===== src/rtl/emg_segment_feature_extractor_core_assert.svh =====
// assertion macros shared by the segment feature extractor rtl
`ifndef EMG_SEGMENT_FEATURE_EXTRACTOR_CORE_ASSERT_SVH
`define EMG_SEGMENT_FEATURE_EXTRACTOR_CORE_ASSERT_SVH

// condition must never hold outside reset
`define EMGSF_ASSERT_NEVER(name, clk, rst, cond, msg) \
  name: assert property (@(posedge clk) disable iff (rst) !(cond)) else $error(msg);

// antecedent implies consequent in the same cycle
`define EMGSF_ASSERT_IMPLIES(name, clk, rst, ante, cons, msg) \
  name: assert property (@(posedge clk) disable iff (rst) (ante) |-> (cons)) else $error(msg);

`endif


===== src/rtl/emgsf_pkg.sv =====
// shared types and constants for the segment feature extractor
package emgsf_pkg;

  localparam int SAMPLE_BITS_DEF = 12;
  localparam int LENGTH_BITS_DEF = 16;

  localparam int CFG_INDEX_BITS = 2;
  localparam int CFG_DATA_BITS  = 32;

  localparam logic [CFG_INDEX_BITS-1:0] CFG_LEVEL_THRESHOLD = 2'd0;
  localparam logic [CFG_INDEX_BITS-1:0] CFG_MIN_LENGTH      = 2'd1;
  localparam logic [CFG_INDEX_BITS-1:0] CFG_MAX_LENGTH      = 2'd2;

  localparam int LEVEL_THRESHOLD_RESET = 400;
  localparam int MIN_LENGTH_RESET      = 700;
  localparam int MAX_LENGTH_RESET      = 15000;

  typedef enum logic [2:0] {
    ST_IDLE,
    ST_SQUARE,
    ST_UPDATE,
    ST_ROOT_WAIT,
    ST_DONE
  } state_t;

  typedef enum logic [1:0] {
    PH_IDLE,
    PH_DIV,
    PH_ROOT
  } phase_t;

  typedef struct packed {
    logic start;
  } root_ctrl_t;

  typedef struct packed {
    logic busy;
    logic done;
  } root_status_t;

endpackage


===== src/rtl/emgsf_root_div.sv =====
// serial mean-and-root unit: restoring divide then digit-by-digit square root
module emgsf_root_div import emgsf_pkg::*; #(
  parameter int SAMPLE_BITS = SAMPLE_BITS_DEF,
  parameter int LENGTH_BITS = LENGTH_BITS_DEF
) (
  input  logic                                 clk,
  input  logic                                 rst,
  input  root_ctrl_t                           ctrl,
  input  logic [2*SAMPLE_BITS+LENGTH_BITS-1:0] dividend,
  input  logic [LENGTH_BITS:0]                 divisor,
  output root_status_t                         status,
  output logic [SAMPLE_BITS-1:0]               root
);

  localparam int SQ_BITS   = 2 * SAMPLE_BITS + LENGTH_BITS;
  localparam int RAD_BITS  = 2 * SAMPLE_BITS;
  localparam int ALU_BITS  = SAMPLE_BITS + LENGTH_BITS + 2;
  localparam int STEP_BITS = $clog2(SQ_BITS);

  phase_t                   phase;
  logic [STEP_BITS-1:0]     step;
  logic [SQ_BITS-1:0]       work;
  logic [ALU_BITS-1:0]      rem;
  logic [LENGTH_BITS:0]     divisor_reg;
  logic [SAMPLE_BITS-1:0]   root_reg;

  logic [ALU_BITS-1:0]      op_a;
  logic [ALU_BITS-1:0]      op_b;
  logic [ALU_BITS:0]        diff;
  logic                     fits;

  // one shared subtractor serves both the divide and the root steps
  always_comb begin
    case (phase)
      PH_DIV: begin
        op_a = {rem[ALU_BITS-2:0], work[SQ_BITS-1]};
        op_b = ALU_BITS'(divisor_reg);
      end
      PH_ROOT: begin
        op_a = {rem[ALU_BITS-3:0], work[RAD_BITS-1:RAD_BITS-2]};
        op_b = ALU_BITS'({root_reg, 2'b01});
      end
      default: begin
        op_a = '0;
        op_b = '0;
      end
    endcase
    diff = {1'b0, op_a} - {1'b0, op_b};
    fits = !diff[ALU_BITS];
  end

  always_ff @(posedge clk) begin
    if (rst) begin
      phase <= PH_IDLE;
      step  <= '0;
    end else begin
      case (phase)
        PH_IDLE: begin
          if (ctrl.start) begin
            phase <= PH_DIV;
            step  <= STEP_BITS'(SQ_BITS - 1);
          end
        end
        PH_DIV: begin
          if (step == '0) begin
            phase <= PH_ROOT;
            step  <= STEP_BITS'(SAMPLE_BITS - 1);
          end else begin
            step <= step - 1'b1;
          end
        end
        PH_ROOT: begin
          if (step == '0) begin
            phase <= PH_IDLE;
          end else begin
            step <= step - 1'b1;
          end
        end
        default: begin
          phase <= PH_IDLE;
        end
      endcase
    end
  end

  always_ff @(posedge clk) begin
    case (phase)
      PH_IDLE: begin
        if (ctrl.start) begin
          work        <= dividend;
          divisor_reg <= divisor;
          rem         <= '0;
        end
      end
      PH_DIV: begin
        work <= {work[SQ_BITS-2:0], fits};
        // quotient is complete after the last step, start the root afresh
        if (step == '0) begin
          rem      <= '0;
          root_reg <= '0;
        end else begin
          rem <= fits ? diff[ALU_BITS-1:0] : op_a;
        end
      end
      PH_ROOT: begin
        rem      <= fits ? diff[ALU_BITS-1:0] : op_a;
        root_reg <= {root_reg[SAMPLE_BITS-2:0], fits};
        work     <= {work[SQ_BITS-3:0], 2'b00};
      end
      default: begin
      end
    endcase
  end

  assign status.busy = (phase != PH_IDLE);
  assign status.done = (phase == PH_ROOT) && (step == '0);
  assign root        = root_reg;

endmodule


===== src/rtl/emg_segment_feature_extractor_core.sv =====
// top level of the emg segment feature extractor
// usage:
// - input channel: sample with in_valid / in_stall; a request is taken when
//   in_valid is high and in_stall low. in_stall is high while a sample is
//   being worked on.
// - output channel: rms_level, waveform_length, segment_samples with
//   out_valid / out_stall; a result is held in an output register until taken.
// - config channel: cfg_valid / cfg_ready with cfg_index and cfg_data;
//   index 0 level threshold, 1 minimum length, 2 maximum length. cfg_ready
//   is always high; write only while no sample is in flight.
// - timing: a sample that reports no segment goes through square, update and
//   back to idle. a sample that closes an accepted segment runs the serial
//   mean-and-root unit: one bit of quotient per cycle, then one root bit per
//   cycle; both steps share one subtractor in the unit.
// - reset: segment state and cooldown clear, registers take their defaults,
//   no result is pending.
// - output stall: the result stays in the output register; a new sample is
//   still taken, and only a second result waits for the register to free.
module emg_segment_feature_extractor_core import emgsf_pkg::*; #(
  parameter int SAMPLE_BITS = SAMPLE_BITS_DEF,
  parameter int LENGTH_BITS = LENGTH_BITS_DEF
) (
  input  logic                            clk,
  input  logic                            rst,
  input  logic                            in_valid,
  output logic                            in_stall,
  input  logic [SAMPLE_BITS-1:0]          sample,
  output logic                            out_valid,
  input  logic                            out_stall,
  output logic [SAMPLE_BITS-1:0]          rms_level,
  output logic [SAMPLE_BITS+LENGTH_BITS-1:0] waveform_length,
  output logic [LENGTH_BITS:0]            segment_samples,
  input  logic                            cfg_valid,
  output logic                            cfg_ready,
  input  logic [CFG_INDEX_BITS-1:0]       cfg_index,
  input  logic [CFG_DATA_BITS-1:0]        cfg_data
);

  localparam int SQ_BITS  = 2 * SAMPLE_BITS + LENGTH_BITS;
  localparam int WL_BITS  = SAMPLE_BITS + LENGTH_BITS;
  localparam int CNT_BITS = LENGTH_BITS + 1;

  // configuration
  logic [SAMPLE_BITS-1:0]   level_threshold;
  logic [LENGTH_BITS-1:0]   min_length;
  logic [LENGTH_BITS-1:0]   max_length;

  // sequencer
  state_t state;
  state_t state_next;

  // segment state
  logic                     segment_active;
  logic                     cooldown;
  logic [CNT_BITS-1:0]      sample_count;
  logic [SQ_BITS-1:0]       square_sum;
  logic [WL_BITS-1:0]       abs_diff_sum;
  logic [SAMPLE_BITS-1:0]   previous_sample;

  logic                     segment_active_next;
  logic                     cooldown_next;
  logic [CNT_BITS-1:0]      sample_count_next;
  logic [SQ_BITS-1:0]       square_sum_next;
  logic [WL_BITS-1:0]       abs_diff_sum_next;
  logic [SAMPLE_BITS-1:0]   previous_sample_next;

  // working registers
  logic [SAMPLE_BITS-1:0]   sample_reg;
  logic [2*SAMPLE_BITS-1:0] square;
  logic [WL_BITS-1:0]       res_wl;
  logic [CNT_BITS-1:0]      res_cnt;

  // update decode
  logic                     high;
  logic                     report;
  logic [SAMPLE_BITS-1:0]   abs_diff;
  logic [WL_BITS:0]         wl_sum;
  logic [WL_BITS-1:0]       wl_acc;
  logic [CNT_BITS-1:0]      count_acc;
  logic [SQ_BITS-1:0]       sum_acc;

  // control
  logic                     in_accept;
  logic                     out_load;
  root_ctrl_t               root_ctrl;
  root_status_t             root_status;
  logic [SAMPLE_BITS-1:0]   root;

  assign cfg_ready = 1'b1;
  assign in_accept = in_valid && !in_stall;

  always_ff @(posedge clk) begin
    if (rst) begin
      level_threshold <= SAMPLE_BITS'(LEVEL_THRESHOLD_RESET);
      min_length      <= LENGTH_BITS'(MIN_LENGTH_RESET);
      max_length      <= LENGTH_BITS'(MAX_LENGTH_RESET);
    end else if (cfg_valid && cfg_ready) begin
      case (cfg_index)
        CFG_LEVEL_THRESHOLD: level_threshold <= cfg_data[SAMPLE_BITS-1:0];
        CFG_MIN_LENGTH:      min_length      <= cfg_data[LENGTH_BITS-1:0];
        CFG_MAX_LENGTH:      max_length      <= cfg_data[LENGTH_BITS-1:0];
        default: begin
        end
      endcase
    end
  end

  // segment rules, first match wins
  always_comb begin
    high      = (sample_reg >= level_threshold);
    abs_diff  = (sample_reg >= previous_sample) ? (sample_reg - previous_sample)
                                                : (previous_sample - sample_reg);
    wl_sum    = {1'b0, abs_diff_sum} + (WL_BITS + 1)'(abs_diff);
    wl_acc    = wl_sum[WL_BITS] ? {WL_BITS{1'b1}} : wl_sum[WL_BITS-1:0];
    count_acc = sample_count + 1'b1;
    sum_acc   = square_sum + SQ_BITS'(square);

    segment_active_next  = segment_active;
    cooldown_next        = cooldown;
    sample_count_next    = sample_count;
    square_sum_next      = square_sum;
    abs_diff_sum_next    = abs_diff_sum;
    previous_sample_next = previous_sample;
    report               = 1'b0;

    if (!segment_active && high && !cooldown) begin
      segment_active_next  = 1'b1;
      sample_count_next    = CNT_BITS'(1);
      square_sum_next      = SQ_BITS'(square);
      abs_diff_sum_next    = '0;
      previous_sample_next = sample_reg;
    end else if (segment_active && !high && !cooldown &&
                 (sample_count >= CNT_BITS'(min_length))) begin
      report               = 1'b1;
      segment_active_next  = 1'b0;
      sample_count_next    = '0;
      square_sum_next      = '0;
      abs_diff_sum_next    = '0;
      previous_sample_next = '0;
    end else if (segment_active && !high && !cooldown) begin
      segment_active_next  = 1'b0;
      sample_count_next    = '0;
      square_sum_next      = '0;
      abs_diff_sum_next    = '0;
      previous_sample_next = '0;
    end else if (segment_active && (sample_count >= CNT_BITS'(max_length))) begin
      segment_active_next  = 1'b0;
      cooldown_next        = 1'b1;
      sample_count_next    = '0;
      square_sum_next      = '0;
      abs_diff_sum_next    = '0;
      previous_sample_next = '0;
    end else if (!segment_active && !high && cooldown) begin
      cooldown_next     = 1'b0;
      sample_count_next = '0;
    end else if (segment_active && high && !cooldown) begin
      sample_count_next    = count_acc;
      square_sum_next      = sum_acc;
      abs_diff_sum_next    = wl_acc;
      previous_sample_next = sample_reg;
    end
  end

  // next state
  always_comb begin
    state_next = state;
    case (state)
      ST_IDLE:      if (in_accept) state_next = ST_SQUARE;
      ST_SQUARE:    state_next = ST_UPDATE;
      ST_UPDATE:    state_next = report ? ST_ROOT_WAIT : ST_IDLE;
      ST_ROOT_WAIT: if (root_status.done) state_next = ST_DONE;
      ST_DONE:      if (!out_valid || !out_stall) state_next = ST_IDLE;
      default:      state_next = ST_IDLE;
    endcase
  end

  // sequencer outputs
  always_comb begin
    in_stall        = 1'b1;
    root_ctrl.start = 1'b0;
    out_load        = 1'b0;
    case (state)
      ST_IDLE:   in_stall        = 1'b0;
      ST_UPDATE: root_ctrl.start = report;
      ST_DONE:   out_load        = !out_valid || !out_stall;
      default: begin
      end
    endcase
  end

  always_ff @(posedge clk) begin
    if (rst) begin
      state           <= ST_IDLE;
      segment_active  <= 1'b0;
      cooldown        <= 1'b0;
      sample_count    <= '0;
      square_sum      <= '0;
      abs_diff_sum    <= '0;
      previous_sample <= '0;
      out_valid       <= 1'b0;
    end else begin
      state <= state_next;
      if (state == ST_UPDATE) begin
        segment_active  <= segment_active_next;
        cooldown        <= cooldown_next;
        sample_count    <= sample_count_next;
        square_sum      <= square_sum_next;
        abs_diff_sum    <= abs_diff_sum_next;
        previous_sample <= previous_sample_next;
      end
      if (out_load) begin
        out_valid <= 1'b1;
      end else if (out_valid && !out_stall) begin
        out_valid <= 1'b0;
      end
    end
  end

  // payload registers
  always_ff @(posedge clk) begin
    if (in_accept) begin
      sample_reg <= sample;
    end
    if (state == ST_SQUARE) begin
      square <= (2*SAMPLE_BITS)'(sample_reg) * (2*SAMPLE_BITS)'(sample_reg);
    end
    if (root_ctrl.start) begin
      res_wl  <= wl_acc;
      res_cnt <= count_acc;
    end
    if (out_load) begin
      rms_level       <= root;
      waveform_length <= res_wl;
      segment_samples <= res_cnt;
    end
  end

  emgsf_root_div #(
    .SAMPLE_BITS(SAMPLE_BITS),
    .LENGTH_BITS(LENGTH_BITS)
  ) u_root_div (
    .clk      (clk),
    .rst      (rst),
    .ctrl     (root_ctrl),
    .dividend (sum_acc),
    .divisor  (count_acc),
    .status   (root_status),
    .root     (root)
  );

`include "emg_segment_feature_extractor_core_assert.svh"

  `EMGSF_ASSERT_NEVER(a_active_cooldown, clk, rst, segment_active && cooldown, "segment open during cooldown")
  `EMGSF_ASSERT_IMPLIES(a_idle_count, clk, rst, !segment_active, sample_count == '0, "count kept outside a segment")
  `EMGSF_ASSERT_IMPLIES(a_unit_busy, clk, rst, root_status.busy, state == ST_ROOT_WAIT, "root unit busy outside wait")
  `EMGSF_ASSERT_IMPLIES(a_start_idle, clk, rst, root_ctrl.start, !root_status.busy, "root unit started while busy")

endmodule

===== config.mk =====
export PLATFORM = sky130hd
export DESIGN_NAME = emg_segment_feature_extractor_core
export DESIGN_NICKNAME = d
export VERILOG_FILES = /design/src/rtl/emgsf_pkg.sv /design/src/rtl/emgsf_root_div.sv /design/src/rtl/emg_segment_feature_extractor_core.sv
export VERILOG_INCLUDE_DIRS = /design/src /design/src/rtl
export SDC_FILE = /design/constraint.sdc
export NUM_CORES = 1
export LEC_CHECK = 0
export ABC_CLOCK_PERIOD_IN_PS = 10000
export BUFFER_PORTS_ARGS = -buffer_cell sky130_fd_sc_hd__clkbuf_2
export CAP_MARGIN = 20
export CORE_MARGIN = 2
export CORE_UTILIZATION = 50
export DETAILED_ROUTE_END_ITERATION = 6
export GPL_TIMING_DRIVEN = 0
export HOLD_SLACK_MARGIN = 0.06
export PLACE_DENSITY = 0.7
export SLEW_MARGIN = 20
export SYNTH_ARGS = -nofsm -noshare
export SYNTH_HDL_FRONTEND = slang
export SYNTH_HIERARCHICAL = 1
export SYNTH_SLANG_ARGS = --single-unit

===== constraint.sdc =====
create_clock -name clk -period 10 [get_ports clk]
set_input_delay 1 -clock clk [delete_from_list [all_inputs] [get_ports clk]]
set_output_delay 1 -clock clk [all_outputs]
set_load 0.02 [all_outputs]

======== Word-level counts from Yosys, hierarchy flattened ========
Index checks and enable logic that the tools add are counted.
operators by class
  multipliers ............................. 1
  bitwise gates (word level) .............. 3
  reduce and logical (&&, ||, !) cells .... 44
  magnitude comparators ................... 4
  add/sub/neg operators ................... 7
  multiplexer cells ....................... 62
  equal/unequal tests ..................... 16
operators with widths
  operator               count
  $mux 40                7
  $mux 28                7
  $pmux 40 s3            1
  $mux 17                6
  $mux 12                8
  $mux 29                3
  $pmux 29 s3            1
  $pmux 30 s2            1
  $add 40x24->40         1
  $ge 17x16->1           2
  $pmux 17 s2            1
  $sub 30x17->31         1
  $add 28x12->29         1
  $ge 12x12->1           2
  $mul 12x12->24         1
  $pmux 12 s2            1
  $sub 12x12->12         2
  $mux 6                 3
  $pmux 6 s3             1
  $add 17x1->17 const B  1
  $reduce_and 2->1       8
  $pmux 3 s5             1
  $logic_and 1x1->1      13
  $mux 1                 13
  25 further kinds       51
storage, ports and cells
  flip-flop bits (word level) ............. 391
  output and inout port bits .............. 60
  logic and storage cells ................. 161

======== Longest topological paths before layout ========
Gate-level depths: netlist of the first run.
  depth after elaboration ................. 10
  mapped depth ............................ 25
  mapped depth without buffers ............ 22

======== By module ========
The synthesis of the first run kept the hierarchy.
by module, submodules not included
  module                              sequential area each (um2)  cells an instance  area an instance (um2)  times used
  emg_segment_feature_extractor_core  7056.8                      1984               18587.8                 1
  emgsf_root_div                      3103.0                      628                6258.5                  1

======== Least setup slack after synthesis of the first run ========
OpenSTA, ideal clock, no wires.
  kind .................................... register to register
  start point ............................. register sample_reg[0]
  end point ............................... register u_root_div.step[2]
  setup slack ............................. 141 ps
  period minus slack after synthesis ...... 9859 ps
  library setup time ...................... 124 ps
  arrival ................................. 9735 ps
  stages on the path, launching flop included .. 17
  path buffers ............................ 2
  cell sequence ........................... edfxtp_1 -> clkinv_1 -> ha_1 -> nand2b_1 -> a211oi_1 -> o21bai_1 -> a21oi_2 -> buf_2 -> nor2_1 -> a2111oi_2 -> inv_1 -> a21oi_1 -> nor2b_1 -> clkbuf_1 -> o21ai_0 -> a22oi_1 -> nor2_1
between the ends
  word-level cells in the longest chain between the ends .. 10
  elaborated cells between the ends (all ways) .. 12
  those cells by class .................... order compare: 1; eq/ne: 1; mux: 3; reduce/logical: 7
RTL lines
  element                              line                                       text
  from (decl)                          emg_segment_feature_extractor_core.sv:68   logic [SAMPLE_BITS-1:0] sample_reg;
  from (signal assigned)               emg_segment_feature_extractor_core.sv:222  sample_reg <= sample;
  $ge 12x12->1 *                       emg_segment_feature_extractor_core.sv:110  high = (sample_reg >= level_threshold);
  $logic_not 1->1                      emg_segment_feature_extractor_core.sv:132  end else if (segment_active && !high && !cooldown &&
  $logic_and 1x1->1 (3 in series)      emg_segment_feature_extractor_core.sv:132
  $mux 1                               emg_segment_feature_extractor_core.sv:132
  $mux 1 *                             emg_segment_feature_extractor_core.sv:126  if (!segment_active && high && !cooldown) begin
  $mux 1 *                             emg_segment_feature_extractor_core.sv:182  case (state)
  net root_ctrl                        emg_segment_feature_extractor_core.sv:85   root_ctrl_t root_ctrl;
  $ne 2x2->1 (no source line) *        --
  $reduce_and 3->1 (no source line) *  --
  to (signal assigned)                 emgsf_root_div.sv:67                       step <= STEP_BITS'(SAMPLE_BITS - 1);
  to (signal assigned)                 emgsf_root_div.sv:69                       step <= step - 1'b1;
  to (signal assigned)                 emgsf_root_div.sv:76                       step <= step - 1'b1;
  to (decl)                            emgsf_root_div.sv:21                       logic [STEP_BITS-1:0] step;
The timed path passes the listed nets; every way through them passes the cells marked *.
A chain may end at the register's enable or synchronous reset.

======== Final worst setup path of the first run ========
  start point ............................. register sample_reg[2]
  end point ............................... register square[23] (data pin)
between the ends
  word-level cells in the longest chain between the ends .. 1
RTL lines
  element               line                                       text
  $mul 12x12->24        emg_segment_feature_extractor_core.sv:225  square <= (2*SAMPLE_BITS)'(sample_reg) * (2*SAMPLE_BITS)'(sample_reg);
  to (signal assigned)  emg_segment_feature_extractor_core.sv:225
  to (decl)             emg_segment_feature_extractor_core.sv:69   logic [2*SAMPLE_BITS-1:0] square;
No other way between the ends.

==> results of run 1 <==
-- power by group --
part / switching [mW] / internal, mW / total, mW
logic: 1.75 / 1.20 / 2.95
registers: 0.0637 / 1.92 / 1.98
clock network: 0.667 / 1.01 / 1.68
total: 2.48 / 4.13 / 6.62
-- per-stage QoR --
stage               power (mW)  worst slack (ps)  util (%)  std cells
finish                    6.62              3350      57.0       3460
global route              7.16              3070      57.0       3460
CTS                       6.64              3430      57.0       3460
detailed placement        4.94              3450      53.9       3381
global placement          4.87             -4550      53.4       3369
floorplan                 4.28               141         -       2612
-- layout by cell type, fill, tap and decap left out, drive strengths merged, types with 30 or more instances in the layout --
cell    Yosys  routed
o21ai     123     123
dfxtp     155     155
xor2       37      37
a21o       43      43
xnor2      73      73
inv       269     270
edfxtp    235     235
clkbuf     75     227
nand3      35      35
a22oi      82      82
buf        44      56
ha        183     183
fa         86      86
a31oi      36      36
nor3       30      30
and2       45      45
a21oi     222     222
a22o       33      33
nand2     289     289
nor2      199     199
-- layer usage --
metal / wire length, microns / vias up / GRT usage [%]
met5: 0 / - / 0
li1: - / 9494 / -
met2: 31000 / 679 / 42.5
met3: 3890 / 118 / 3.65
met1: 29400 / 9648 / 35.8
met4: 2100 / 0 / 9.13
-- layout make-up --
| class | count | area share, % |
|---|---|---|
| inverter | 272 | 3.66 |
| multi-input combinational | 1831 | 47.3 |
| clock buffer | 59 | 4.51 |
| tap | 664 | 2.98 |
| timing repair buffer | 105 | 2.47 |
| sequential | 390 | 36.4 |
| clock inverter | 20 | 0.910 |
| buffer | 119 | 1.82 |
-- worst register-to-register path, stage by stage, from the launching register on --
cell and delay (ps):
edfxtp_1 610, clkbuf_1 450, inv_1 290, nor2_1 200, inv_1 90, fa_1 550, inv_1 70, fa_1 550
inv_1 60, fa_1 520, inv_1 50, fa_1 540, inv_1 60, fa_1 410, inv_1 70, ha_1 280
nand4_1 230, nor2_1 70, a221o_1 400, o41ai_2 410, o2111ai_1 190, a21oi_1 210, xnor2_1 90
-- logic make-up (layout without fill, tap and decap cells) --
logic type / Yosys count / in the layout / share of synthesized area (%)
multiplexers: 15 / 15 / 0.635
adder cells (fa/ha/maj): 269 / 269 / 16.1
flip-flops: 390 / 390 / 40.9
other: 1 / 1 / 0.0151
AO/OA/AOI/OAI: 690 / 690 / 18.3
buffers and inverters: 391 / 575 / 6.16
XOR/XNOR: 110 / 110 / 3.88
AND/OR/NAND/NOR: 746 / 746 / 14.0
-- final timing paths --
check	to	startpoint	slack, ps
max	square[23]	sample_reg[2]	3350
min	waveform_length[16]	res_wl[16]	390
max reg2reg	square[23]	sample_reg[2]	3350
min reg2reg	waveform_length[16]	res_wl[16]	390
==> results by group, run 1 <==
Setup path
  • CP most frequent cell: inv_1
  • Critical Path Fanout Max: 9
  • Slowest Stage Delay on Critical Path: 610 ps
  • CP Buf/Inv Count: 8
  • Cells on worst reg2reg path: 22
  • CP max-delay cell: edfxtp_1
  • CP arrival: 6970 ps
  • Required @ worst endpoint: 10320 ps
  • CP Depth: 22
  • Crit path kind: reg -> reg
  • Crit path max-delay family: adder cells
  • Startpoint Class: flip-flop
  • CP Capture Type: flip-flop
  • Worst path cell trace: clkbuf_1 > inv_1 > nor2_1 > inv_1 > fa_1 > inv_1 > fa_1 > inv_1 > fa_1 > inv_1 > fa_1 > inv_1 > fa_1 > inv_1 > ha_1 > nand4_1 > nor2_1 > a221o_1 > o41ai_2 > o2111ai_1 > a21oi_1 > xnor2_1

Clocking
  • Total CTS buffers: 43
  • Clk pin slew, worst setup/hold paths: 60 ps
  • CTS root buffer: clkbuf_16
  • Clk_lat worst skew: 580 ps
  • Clock tree buffer depth: 3
  • CTS Sinks: 390
  • TritonCTS clock tree: done
  • Setup Fix Bufs, Post-CTS: 0
  • # H-tree levels: 2
  • Hold Buf Count CTS: 0
  • # resized after CTS: 0

Worst hold path
  • Hold depth: 0
  • Worst hold path class: reg -> reg

Yosys
  • Most frequent cells after synthesis: nand2_1, inv_1, edfxtp_1
  • EDFF count, synth: 235
  • Dominant synthesized flop cell: edfxtp_1
  • Syn_nets: 2932
  • Yosys cell types: 99
  • Mapped Avg Cell Area: 9.51 sq um
  • Post-synthesis sequential area ratio: 40.9%
  • Area contributors post-synth: edfxtp_1, dfxtp_1, ha_1
  • Netlist Area Pre-Place: 0.0248 sq mm
  • Syn Inst Count: 2612
  • Most numerous cell in the Yosys netlist: nand2_1
  • Asr flop ratio synth: 0%
  • Post-synth top area share: 28.4%
  • Number of warnings issued by yosys: 6
  • Yosys reg bits: 390
  • Yosys top cell by area: edfxtp_1

STA
  • Pins Over Slew Limit: 0
  • Hold slack: 392 ps
  • Worst-Margin Slew: 1030 ps
  • Setup TNS: 0 ps
  • Max Clock Freq: 0.150 GHz
  • Rel. slew slack: 31.6%
  • Final hold violation count: 0
  • RSZ-0062 raised after global routing: no
  • Tmin final: 6650 ps
  • Endpoints failing setup: 0
  • Period utilization: 66.5%
  • Clock skew: 36.0 ps

Floorplanning
  • Num rows: 81
  • Ports: 111
  • Core Region: 0.0490 sq mm
  • Die H: 227 microns
  • DIE AREA: 0.0515 sq mm
  • Starting Density: 50.8%
  • Die X: 227 microns

Finish
  • Final instance area: 0.0279 sq mm
  • Area Growth Syn to Fin: 12.4%
  • Regs by FF count: square_sum (40), u_root_div/work (40), u_root_div/rem (29)
  • Multi-input combinational cell area: 0.0132 sq mm
  • Nets: 3082
  • Proportion of layout cells with a drive suffix above 1: 9.48%
  • Sequential Area: 0.0102 sq mm
  • N_diodes: 0
  • Fillers: 4233

Routing
  • Vias: 19939
  • Drt drc: 0
  • Final ANT Viol Nets: 0
  • First-pass DRT Iterations: 6
  • Drt initial violations: 1828
  • Wire per inst: 19.2 microns
  • Via density: 5.76
  • Detailed Route WL: 66300 microns

Global routing
  • Global-route wire length before repair: 105000 microns
  • Initial antenna violation count: 0
  • Gr ovfl total: 0
  • Number of global-route vias before repair: 19519
  • GR Util All Layers: 26.1%
  • Largest net degree at the start of global routing: 27

Power and ir drop
  • Cell Pwr Density: 237 mW/mm^2
  • Worst vdd ir: 298 uV
  • Leak Pwr: 11.3 nW

Placement
  • DP Wirelength: 50500 microns
  • Port Buffer Count: 93
  • Post-DP Area: 0.0264 sq mm
  • GP Congestion: 0.961

Flow run
  • Number of max-cap violations: 0

Status
  • Status: finished clean
(Power assumes the default switching activity.)
==> run 2: changes to the inputs <==
--- a/config.mk
+++ b/config.mk
@@ -6,7 +6,7 @@
 export SDC_FILE = /design/constraint.sdc
 export NUM_CORES = 1
 export LEC_CHECK = 0
-export ABC_CLOCK_PERIOD_IN_PS = 10000
+export ABC_CLOCK_PERIOD_IN_PS = 6900
 export BUFFER_PORTS_ARGS = -buffer_cell sky130_fd_sc_hd__clkbuf_2
 export CAP_MARGIN = 20
 export CORE_MARGIN = 2
@@ -14,7 +14,7 @@
 export DETAILED_ROUTE_END_ITERATION = 6
 export GPL_TIMING_DRIVEN = 0
 export HOLD_SLACK_MARGIN = 0.06
-export PLACE_DENSITY = 0.7
+export PLACE_DENSITY = 0.67
 export SLEW_MARGIN = 20
 export SYNTH_ARGS = -nofsm -noshare
 export SYNTH_HDL_FRONTEND = slang
==> constraint.sdc (replaced) <==
create_clock -name clk -period 6.9 [get_ports clk]
set_input_delay 0.69 -clock clk [delete_from_list [all_inputs] [get_ports clk]]
set_output_delay 0.69 -clock clk [all_outputs]
set_load 0.02 [all_outputs]
==> run 2 against run 1 <==
Cell area is 0.35% lower. Power is 43% higher. Die area stayed put. Sequential power is 45% higher. Routed wire length is 0.16% higher. Core utilization is 0.20 points lower. Maximum frequency is 1.7% higher. Clock skew is 8.3 ps lower. Sequential share of layout area is 0.13 points higher.
==> results by group, run 2 (synthesis results as in run 1) <==
Status
  • Status: finished clean

Setup path
  • Register-to-Register Setup Slack: 360 ps (-2990 ps)
  • Slowest Stage Delay on Critical Path: 560 ps (-50 ps)
  • Reg-to-Reg End: square[23]
  • Startpoint Class: flip-flop
  • CP max-delay cell: fa_1
  • Crit path kind: reg -> reg
  • Required @ worst endpoint: 7220 ps (-3100 ps)
  • CP arrival: 6860 ps (-110 ps)
  • RR Startpoint: sample_reg[8]
  • Critical Path Fanout Max: 8 (-1)
  • Cells on worst reg2reg path: 21 (-4.5%)
  • CP Capture Type: flip-flop
  • Worst path cell trace: clkbuf_1 > inv_1 > nor2_1 > fa_1 > fa_1 > inv_1 > fa_1 > inv_1 > fa_1 > inv_1 > fa_1 > inv_1 > ha_1 > clkbuf_1 > a21o_1 > a31o_2 > a221o_1 > o41ai_2 > o2111ai_1 > a21oi_1 > xnor2_1

Flow run
  • Number of max-cap violations: 0 (unchanged)

Routing
  • Drt initial violations: 1649 (-9.8%)
  • Met3 routed WL: 4070 microns (+4.6%)
  • Drt drc: 0 (unchanged)
  • Final ANT Viol Nets: 0 (unchanged)
  • Detailed Route WL: 66400 microns (+0.16%)
  • Vias: 19881 (-0.29%)
  • Via density: 5.75 (-0.29%)
  • Top layer in use: met4
  • Met2 routed WL: 30900 microns (about the same)
  • Wire per inst: 19.2 microns (+0.16%)
  • Wl on met1: 29300 microns (-0.14%)
  • First-pass DRT Iterations: 7 (+1)

STA
  • Pins Over Slew Limit: 0 (unchanged)
  • Final hold violation count: 0 (unchanged)
  • Worst-Margin Slew: 981 ps (-44.6 ps)
  • Hold slack: 289 ps (-103 ps)
  • Period utilization: 94.8% (+28 points)
  • Tmin final: 6540 ps (-111 ps)
  • RSZ-0062 raised after global routing: no
  • Endpoints failing setup: 0 (unchanged)
  • Setup TNS: 0 ps (unchanged)
  • Rel. slew slack: 34.6% (+3.0 points)
  • Max Clock Freq: 0.153 GHz (+1.7%)
  • Worst Setup Slack, final: 360 ps (-2990 ps)
  • Clock skew: 27.7 ps (-8.31 ps)

Placement
  • DP Wirelength: 50900 microns (+0.74%)
  • Setup slack at placement: 352 ps (-3100 ps)
  • GP Congestion: 0.935 (-2.7%)
  • Port Buffer Count: 93 (unchanged)

Finish
  • Proportion of layout cells with a drive suffix above 1: 9.30% (-0.18 points)
  • Commonest non-fill, non-tap cell in the layout: nand2_1
  • N_diodes: 0 (unchanged)
  • Nets: 3081 (-0.032%)
  • Regs by FF count: square_sum (40), u_root_div/work (40), u_root_div/rem (29)
  • Most frequent cells in the layout: nand2_1, inv_1, edfxtp_1
  • Area Growth Syn to Fin: 12.0%

Power and ir drop
  • Switch Pwr: 3.61 mW (+46%)
  • Leak Pwr: 11.2 nW (-0.42%)
  • Worst vdd ir: 399 uV (+34%)
  • Combinational share of power: 45.2% (+0.6 points)
  • Sw Ratio: 38.1% (+0.56 points)
  • Cell Pwr Density: 341 mW/mm^2 (+44%)
  • Flop pwr share: 30.3% (+0.3 points)
  • Clock power share: 24.5% (-0.9 points)
  • Cell Int Power: 5.88 mW (+42%)

Global routing
  • GR Util All Layers: 26.1% (about the same)
  • Initial antenna violation count: 1 (+1)
  • Gr ovfl total: 0 (unchanged)
  • Global-route wire length before repair: 105000 microns (-0.52%)
  • Largest net degree at the start of global routing: 26 (-3.7%)
  • Number of global-route vias before repair: 19469 (-0.26%)

Worst hold path
  • Worst hold path class: in -> reg
  • Hold wc startpoint: sample[2]
  • Worst Hold Path EP: sample_reg[2]
  • Hold depth: 1 (+1)

Clocking
  • TritonCTS clock tree: done
  • CTS Sinks: 390 (unchanged)
  • Total CTS buffers: 43 (unchanged)
  • Clk_lat worst skew: 590 ps (about the same)
  • CTS root buffer: clkbuf_16
  • Setup Fix Bufs, Post-CTS: 0 (unchanged)
  • Clk pin slew, worst setup/hold paths: 50 ps (about the same)
  • # H-tree levels: 2 (unchanged)
  • Clock tree buffer depth: 3 (unchanged)

Floorplanning
  • Die X: 227 microns (unchanged)
  • Die H: 227 microns (unchanged)
  • Starting Density: 50.8% (unchanged)
  • DIE AREA: 0.0515 sq mm (unchanged)
  • Ports: 111 (unchanged)
  • Num rows: 81 (unchanged)
  • Core Region: 0.0490 sq mm (unchanged)
run 2: changes by cell type in the layout (fill, tap and decap cells not counted), sizes merged:
cell / previous run / this run
clkbuf: 227 / 219
clkinv: 14 / 22
clkinvlp: 3 / 1
inv: 270 / 273
buf: 56 / 55
run 2: area by class of cell:
| cell class | instances | area (sq um) |
|---|---|---|
| fillers | 4290 | 21100 |
| flip-flops and latches | 390 | 10200 |
| repair buffers | 104 | 676 |
| multi-input cells | 1831 | 13200 |
| well taps | 664 | 831 |
| plain buffers | 119 | 509 |
| inverters | 272 | 1020 |
| clock buffers | 51 | 1120 |
| clock inverters | 29 | 302 |
run 2: worst max path at each step:
stage	cells past startpoint	to	start	slack [ps]
2_1_floorplan	16	u_root_div/step[2]	sample_reg[0]	590
3_3_place_gp	16	u_root_div/step[2]	sample_reg[0]	-2190
3_5_place_dp	22	square[23]	sample_reg[2]	350
4_1_cts	22	square[23]	sample_reg[2]	350
5_1_grt	22	square[23]	sample_reg[2]	30
6_report	21	square[23]	sample_reg[8]	360
run 2: metrics by stage:
stage                     cells  instance area [sq um]  utilization [%]  power, mW
final                      3460                  27800             56.8       9.49
after global routing       3460                  27800             56.8       10.3
after CTS                  3460                  27800             56.8       9.54
after detailed placement   3380                  26400             53.9       7.19
after global placement     3369                  26200             53.5       7.09
after floorplan            2612                  24900                -       6.21
run 2: power by group through the flow:
stage	combinational, mW	sequential, mW	clock [mW]
6_report	4.29	2.88	2.33
5_1_grt	4.92	2.89	2.47
4_1_cts	4.30	2.87	2.37
3_5_place_dp	4.26	2.92	0
3_3_place_gp	4.17	2.92	0
2_1_floorplan	3.33	2.88	0
run 2: critical path, delay by kind of cell, from the launching register on:
family	cells	cell delay [ps]
xor+xnor	1	90
flops	1	530
buf+inv	7	1070
simple gates	1	170
compound gates	6	1590
fa+ha+maj	6	2830
run 2: what timing repair did:
action / in CTS / in global routing
endpoints found under the setup margin: 0 / 5
hold buffers: 0 / 0
gates resized for setup: 0 / 1
run 2: per-layer routing:
layer / global-route usage, % / vias up
met1: 35.2 / 9551
li1: - / 9505
met4: 9.61 / 0
met2: 43.1 / 692
met3: 3.37 / 133
met5: 0 / -
==> run 3: changes to the inputs <==
--- a/config.mk
+++ b/config.mk
@@ -9,12 +9,14 @@
 export ABC_CLOCK_PERIOD_IN_PS = 6900
 export BUFFER_PORTS_ARGS = -buffer_cell sky130_fd_sc_hd__clkbuf_2
 export CAP_MARGIN = 20
+export CELL_PAD_IN_SITES_DETAIL_PLACEMENT = 0
+export CELL_PAD_IN_SITES_GLOBAL_PLACEMENT = 1
 export CORE_MARGIN = 2
-export CORE_UTILIZATION = 50
+export CORE_UTILIZATION = 49
 export DETAILED_ROUTE_END_ITERATION = 6
 export GPL_TIMING_DRIVEN = 0
 export HOLD_SLACK_MARGIN = 0.06
-export PLACE_DENSITY = 0.67
+export PLACE_DENSITY_LB_ADDON = 0.1
 export SLEW_MARGIN = 20
 export SYNTH_ARGS = -nofsm -noshare
 export SYNTH_HDL_FRONTEND = slang
==> run 3 against run 2 <==
Power is 0.14% lower. Clock power hardly changed. Clock-buffer cell count is 16 higher. Die area is 2.0% higher. Cell count is 0.40% higher. Non-clock buffer count is 2 higher. Combinational power hardly changed. Critical path type unchanged. Critical endpoint unchanged. Largest power group unchanged. Highest routed layer unchanged.
==> results by group, run 3 (synthesis results as in run 1) <==
Power and ir drop
  • Combinational share of power: 45.2% (about the same)
  • Leak Pwr: 11.2 nW (+0.14%)
  • Switch Pwr: 3.64 mW (+0.77%)
  • Cell Int Power: 5.84 mW (-0.69%)
  • Clock power share: 24.5% (about the same)
  • Worst vdd ir: 345 uV (-13%)
  • Sw Ratio: 38.4% (+0.34 points)
  • Flop pwr share: 30.3% (about the same)
  • Tot Pwr: 9.48 mW (-0.14%)
  • Cell Pwr Density: 340 mW/mm^2 (-0.31%)

Routing
  • Wire per inst: 19.7 microns (+2.7%)
  • Drt initial violations: 1356 (-18%)
  • First-pass DRT Iterations: 6 (-1)
  • Via density: 5.67 (-1.3%)
  • Vias: 19706 (-0.88%)
  • Drt drc: 0 (unchanged)
  • Detailed Route WL: 68500 microns (+3.2%)
  • Final ANT Viol Nets: 0 (unchanged)

Setup path
  • Startpoint Class: flip-flop
  • RR Startpoint: sample_reg[2]
  • Worst path cell trace: clkbuf_2 > inv_1 > nor2_1 > fa_1 > fa_1 > inv_1 > fa_1 > inv_1 > fa_1 > inv_1 > fa_1 > inv_1 > ha_1 > clkbuf_1 > a21o_1 > a31o_2 > a221o_1 > o41ai_2 > o2111ai_1 > a21oi_1 > xnor2_1
  • Slowest Stage Delay on Critical Path: 610 ps (+50 ps)
  • Required @ worst endpoint: 7220 ps (about the same)
  • CP arrival: 6840 ps (-20 ps)
  • Register-to-Register Setup Slack: 380 ps (+20 ps)
  • Reg-to-Reg End: square[23]
  • CP max-delay cell: edfxtp_1
  • Crit path kind: reg -> reg
  • CP Capture Type: flip-flop
  • Critical Path Fanout Max: 9 (+1)
  • Cells on worst reg2reg path: 21 (unchanged)

STA
  • Tmin final: 6520 ps (-18.7 ps)
  • Clock skew: 43.1 ps (+15.4 ps)
  • Final hold violation count: 0 (unchanged)
  • RSZ-0062 raised after global routing: no
  • Rel. slew slack: 33.8% (-0.77 points)
  • Period utilization: 94.5% (-0.27 points)
  • Max Clock Freq: 0.153 GHz (+0.29%)
  • Worst-Margin Slew: 991 ps (+9.47 ps)
  • Hold slack: 266 ps (-22.6 ps)
  • Endpoints failing setup: 0 (unchanged)
  • Pins Over Slew Limit: 0 (unchanged)

Placement
  • DP Wirelength: 52700 microns (+3.6%)
  • Port Buffer Count: 93 (unchanged)
  • GP Congestion: 0.892 (-4.6%)
  • Placed cells: 3390 (+0.30%)

Clocking
  • Total CTS buffers: 45 (+4.7%)
  • CTS Sinks: 390 (unchanged)
  • Clock tree buffer depth: 3 (unchanged)
  • CTS root buffer: clkbuf_16
  • TritonCTS clock tree: done
  • Setup Fix Bufs, Post-CTS: 0 (unchanged)
  • Clk pin slew, worst setup/hold paths: 60 ps (about the same)
  • Clk_lat worst skew: 600 ps (about the same)
  • # H-tree levels: 2 (unchanged)

Finish
  • Regs by FF count: square_sum (40), u_root_div/work (40), u_root_div/rem (29)
  • Commonest non-fill, non-tap cell in the layout: nand2_1
  • Most frequent cells in the layout: nand2_1, inv_1, edfxtp_1
  • Fin cells: 3474 (+0.40%)
  • Area Growth Syn to Fin: 12.2%
  • Nets: 3085 (+0.13%)
  • Proportion of layout cells with a drive suffix above 1: 9.50% (+0.20 points)
  • Fin util: 55.7% (-1.2 points)

Global routing
  • Gr ovfl total: 0 (unchanged)
  • Initial antenna violation count: 1 (unchanged)
  • Number of global-route vias before repair: 19556 (+0.45%)
  • Global-route wire length before repair: 108000 microns (+3.1%)
  • GRT met2 Usage: 44.2% (+1.1 points)
  • GR Util met1: 34.5% (-0.77 points)
  • GR Util All Layers: 26.0% (-0.15 points)
  • Met3 usage: 2.96% (-0.41 points)
  • Largest net degree at the start of global routing: 26 (unchanged)
  • Busiest layer in global routing: met2

Worst hold path
  • Hold wc startpoint: sample[11]
  • Hold depth: 1 (unchanged)
  • Worst Hold Path EP: sample_reg[11]
  • Worst hold path class: in -> reg

Floorplanning
  • Die X: 229 microns (+1.0%)
  • Num rows: 82 (+1.2%)
  • Starting Density: 49.6% (-1.1 points)
  • DIE AREA: 0.0525 sq mm (+2.0%)
  • Core Region: 0.0501 sq mm (+2.3%)
  • Ports: 111 (unchanged)
  • Die H: 229 microns (+1.0%)

Status
  • Status: finished clean

Flow run
  • Number of max-cap violations: 0 (unchanged)
run 3: worst max path at each step:
stage | start | endpoint | slack, ps | depth (start not counted)
after detailed placement | sample_reg[2] | square[23] | 310 | 22
after CTS | sample_reg[2] | square[23] | 260 | 22
after global routing | sample_reg[9] | square[23] | 70 | 20
final | sample_reg[2] | square[23] | 380 | 21
after floorplan | sample_reg[0] | u_root_div/step[2] | 590 | 16
after global placement | sample_reg[0] | u_root_div/step[2] | -2360 | 16
run 3: layout make-up:
class | count | area (sq um)
fill | 4583 | 22200
multi-input combinational | 1831 | 13200
sequential | 390 | 10200
clock buffer | 67 | 1310
inverter | 272 | 1020
tap | 672 | 841
timing repair buffer | 106 | 694
buffer | 119 | 510
clock inverter | 16 | 124
antenna | 1 | 2.50
run 3: worst max-delay path, delay by kind of cell, from the launching register on:
kind / cells / cell delay, ps
AO/OA/AOI/OAI: 6 / 1600
flip-flops: 1 / 610
XOR/XNOR: 1 / 80
adder cells (fa/ha/maj): 6 / 2840
AND/OR/NAND/NOR: 1 / 150
buffers and inverters: 7 / 950
run 3: metrics by stage:
step | instance area [sq um] | setup slack (ps) | setup TNS (ps)
after floorplan | 24900 | 592 | 0
after global placement | 26200 | -2360 | -148920
after detailed placement | 26400 | 307 | 0
after CTS | 27900 | 259 | 0
after global routing | 27900 | 72.3 | 0
final | 27900 | 379 | 0
run 3: what timing repair did:
action | CTS | global route
setup endpoints to repair | 0 | 7
hold buffers | 0 | 0
gates resized for setup | 0 | 3
run 3: routing by layer:
metal / vias up / share of wire, % / routed length, microns
li1: 9506 / - / -
met1: 9592 / 44 / 30500
met3: 113 / 4.6 / 3150
met4: 0 / 3.0 / 2080
met5: - / 0 / 0
met2: 495 / 48 / 32800
run 3: power by group through the flow:
stage / clock network (mW) / registers (mW) / logic [mW]
after floorplan: 0 / 2.88 / 3.33
after global placement: 0 / 2.92 / 4.19
after detailed placement: 0 / 2.92 / 4.25
after CTS: 2.36 / 2.87 / 4.30
after global routing: 2.45 / 2.89 / 4.92
final: 2.32 / 2.87 / 4.28
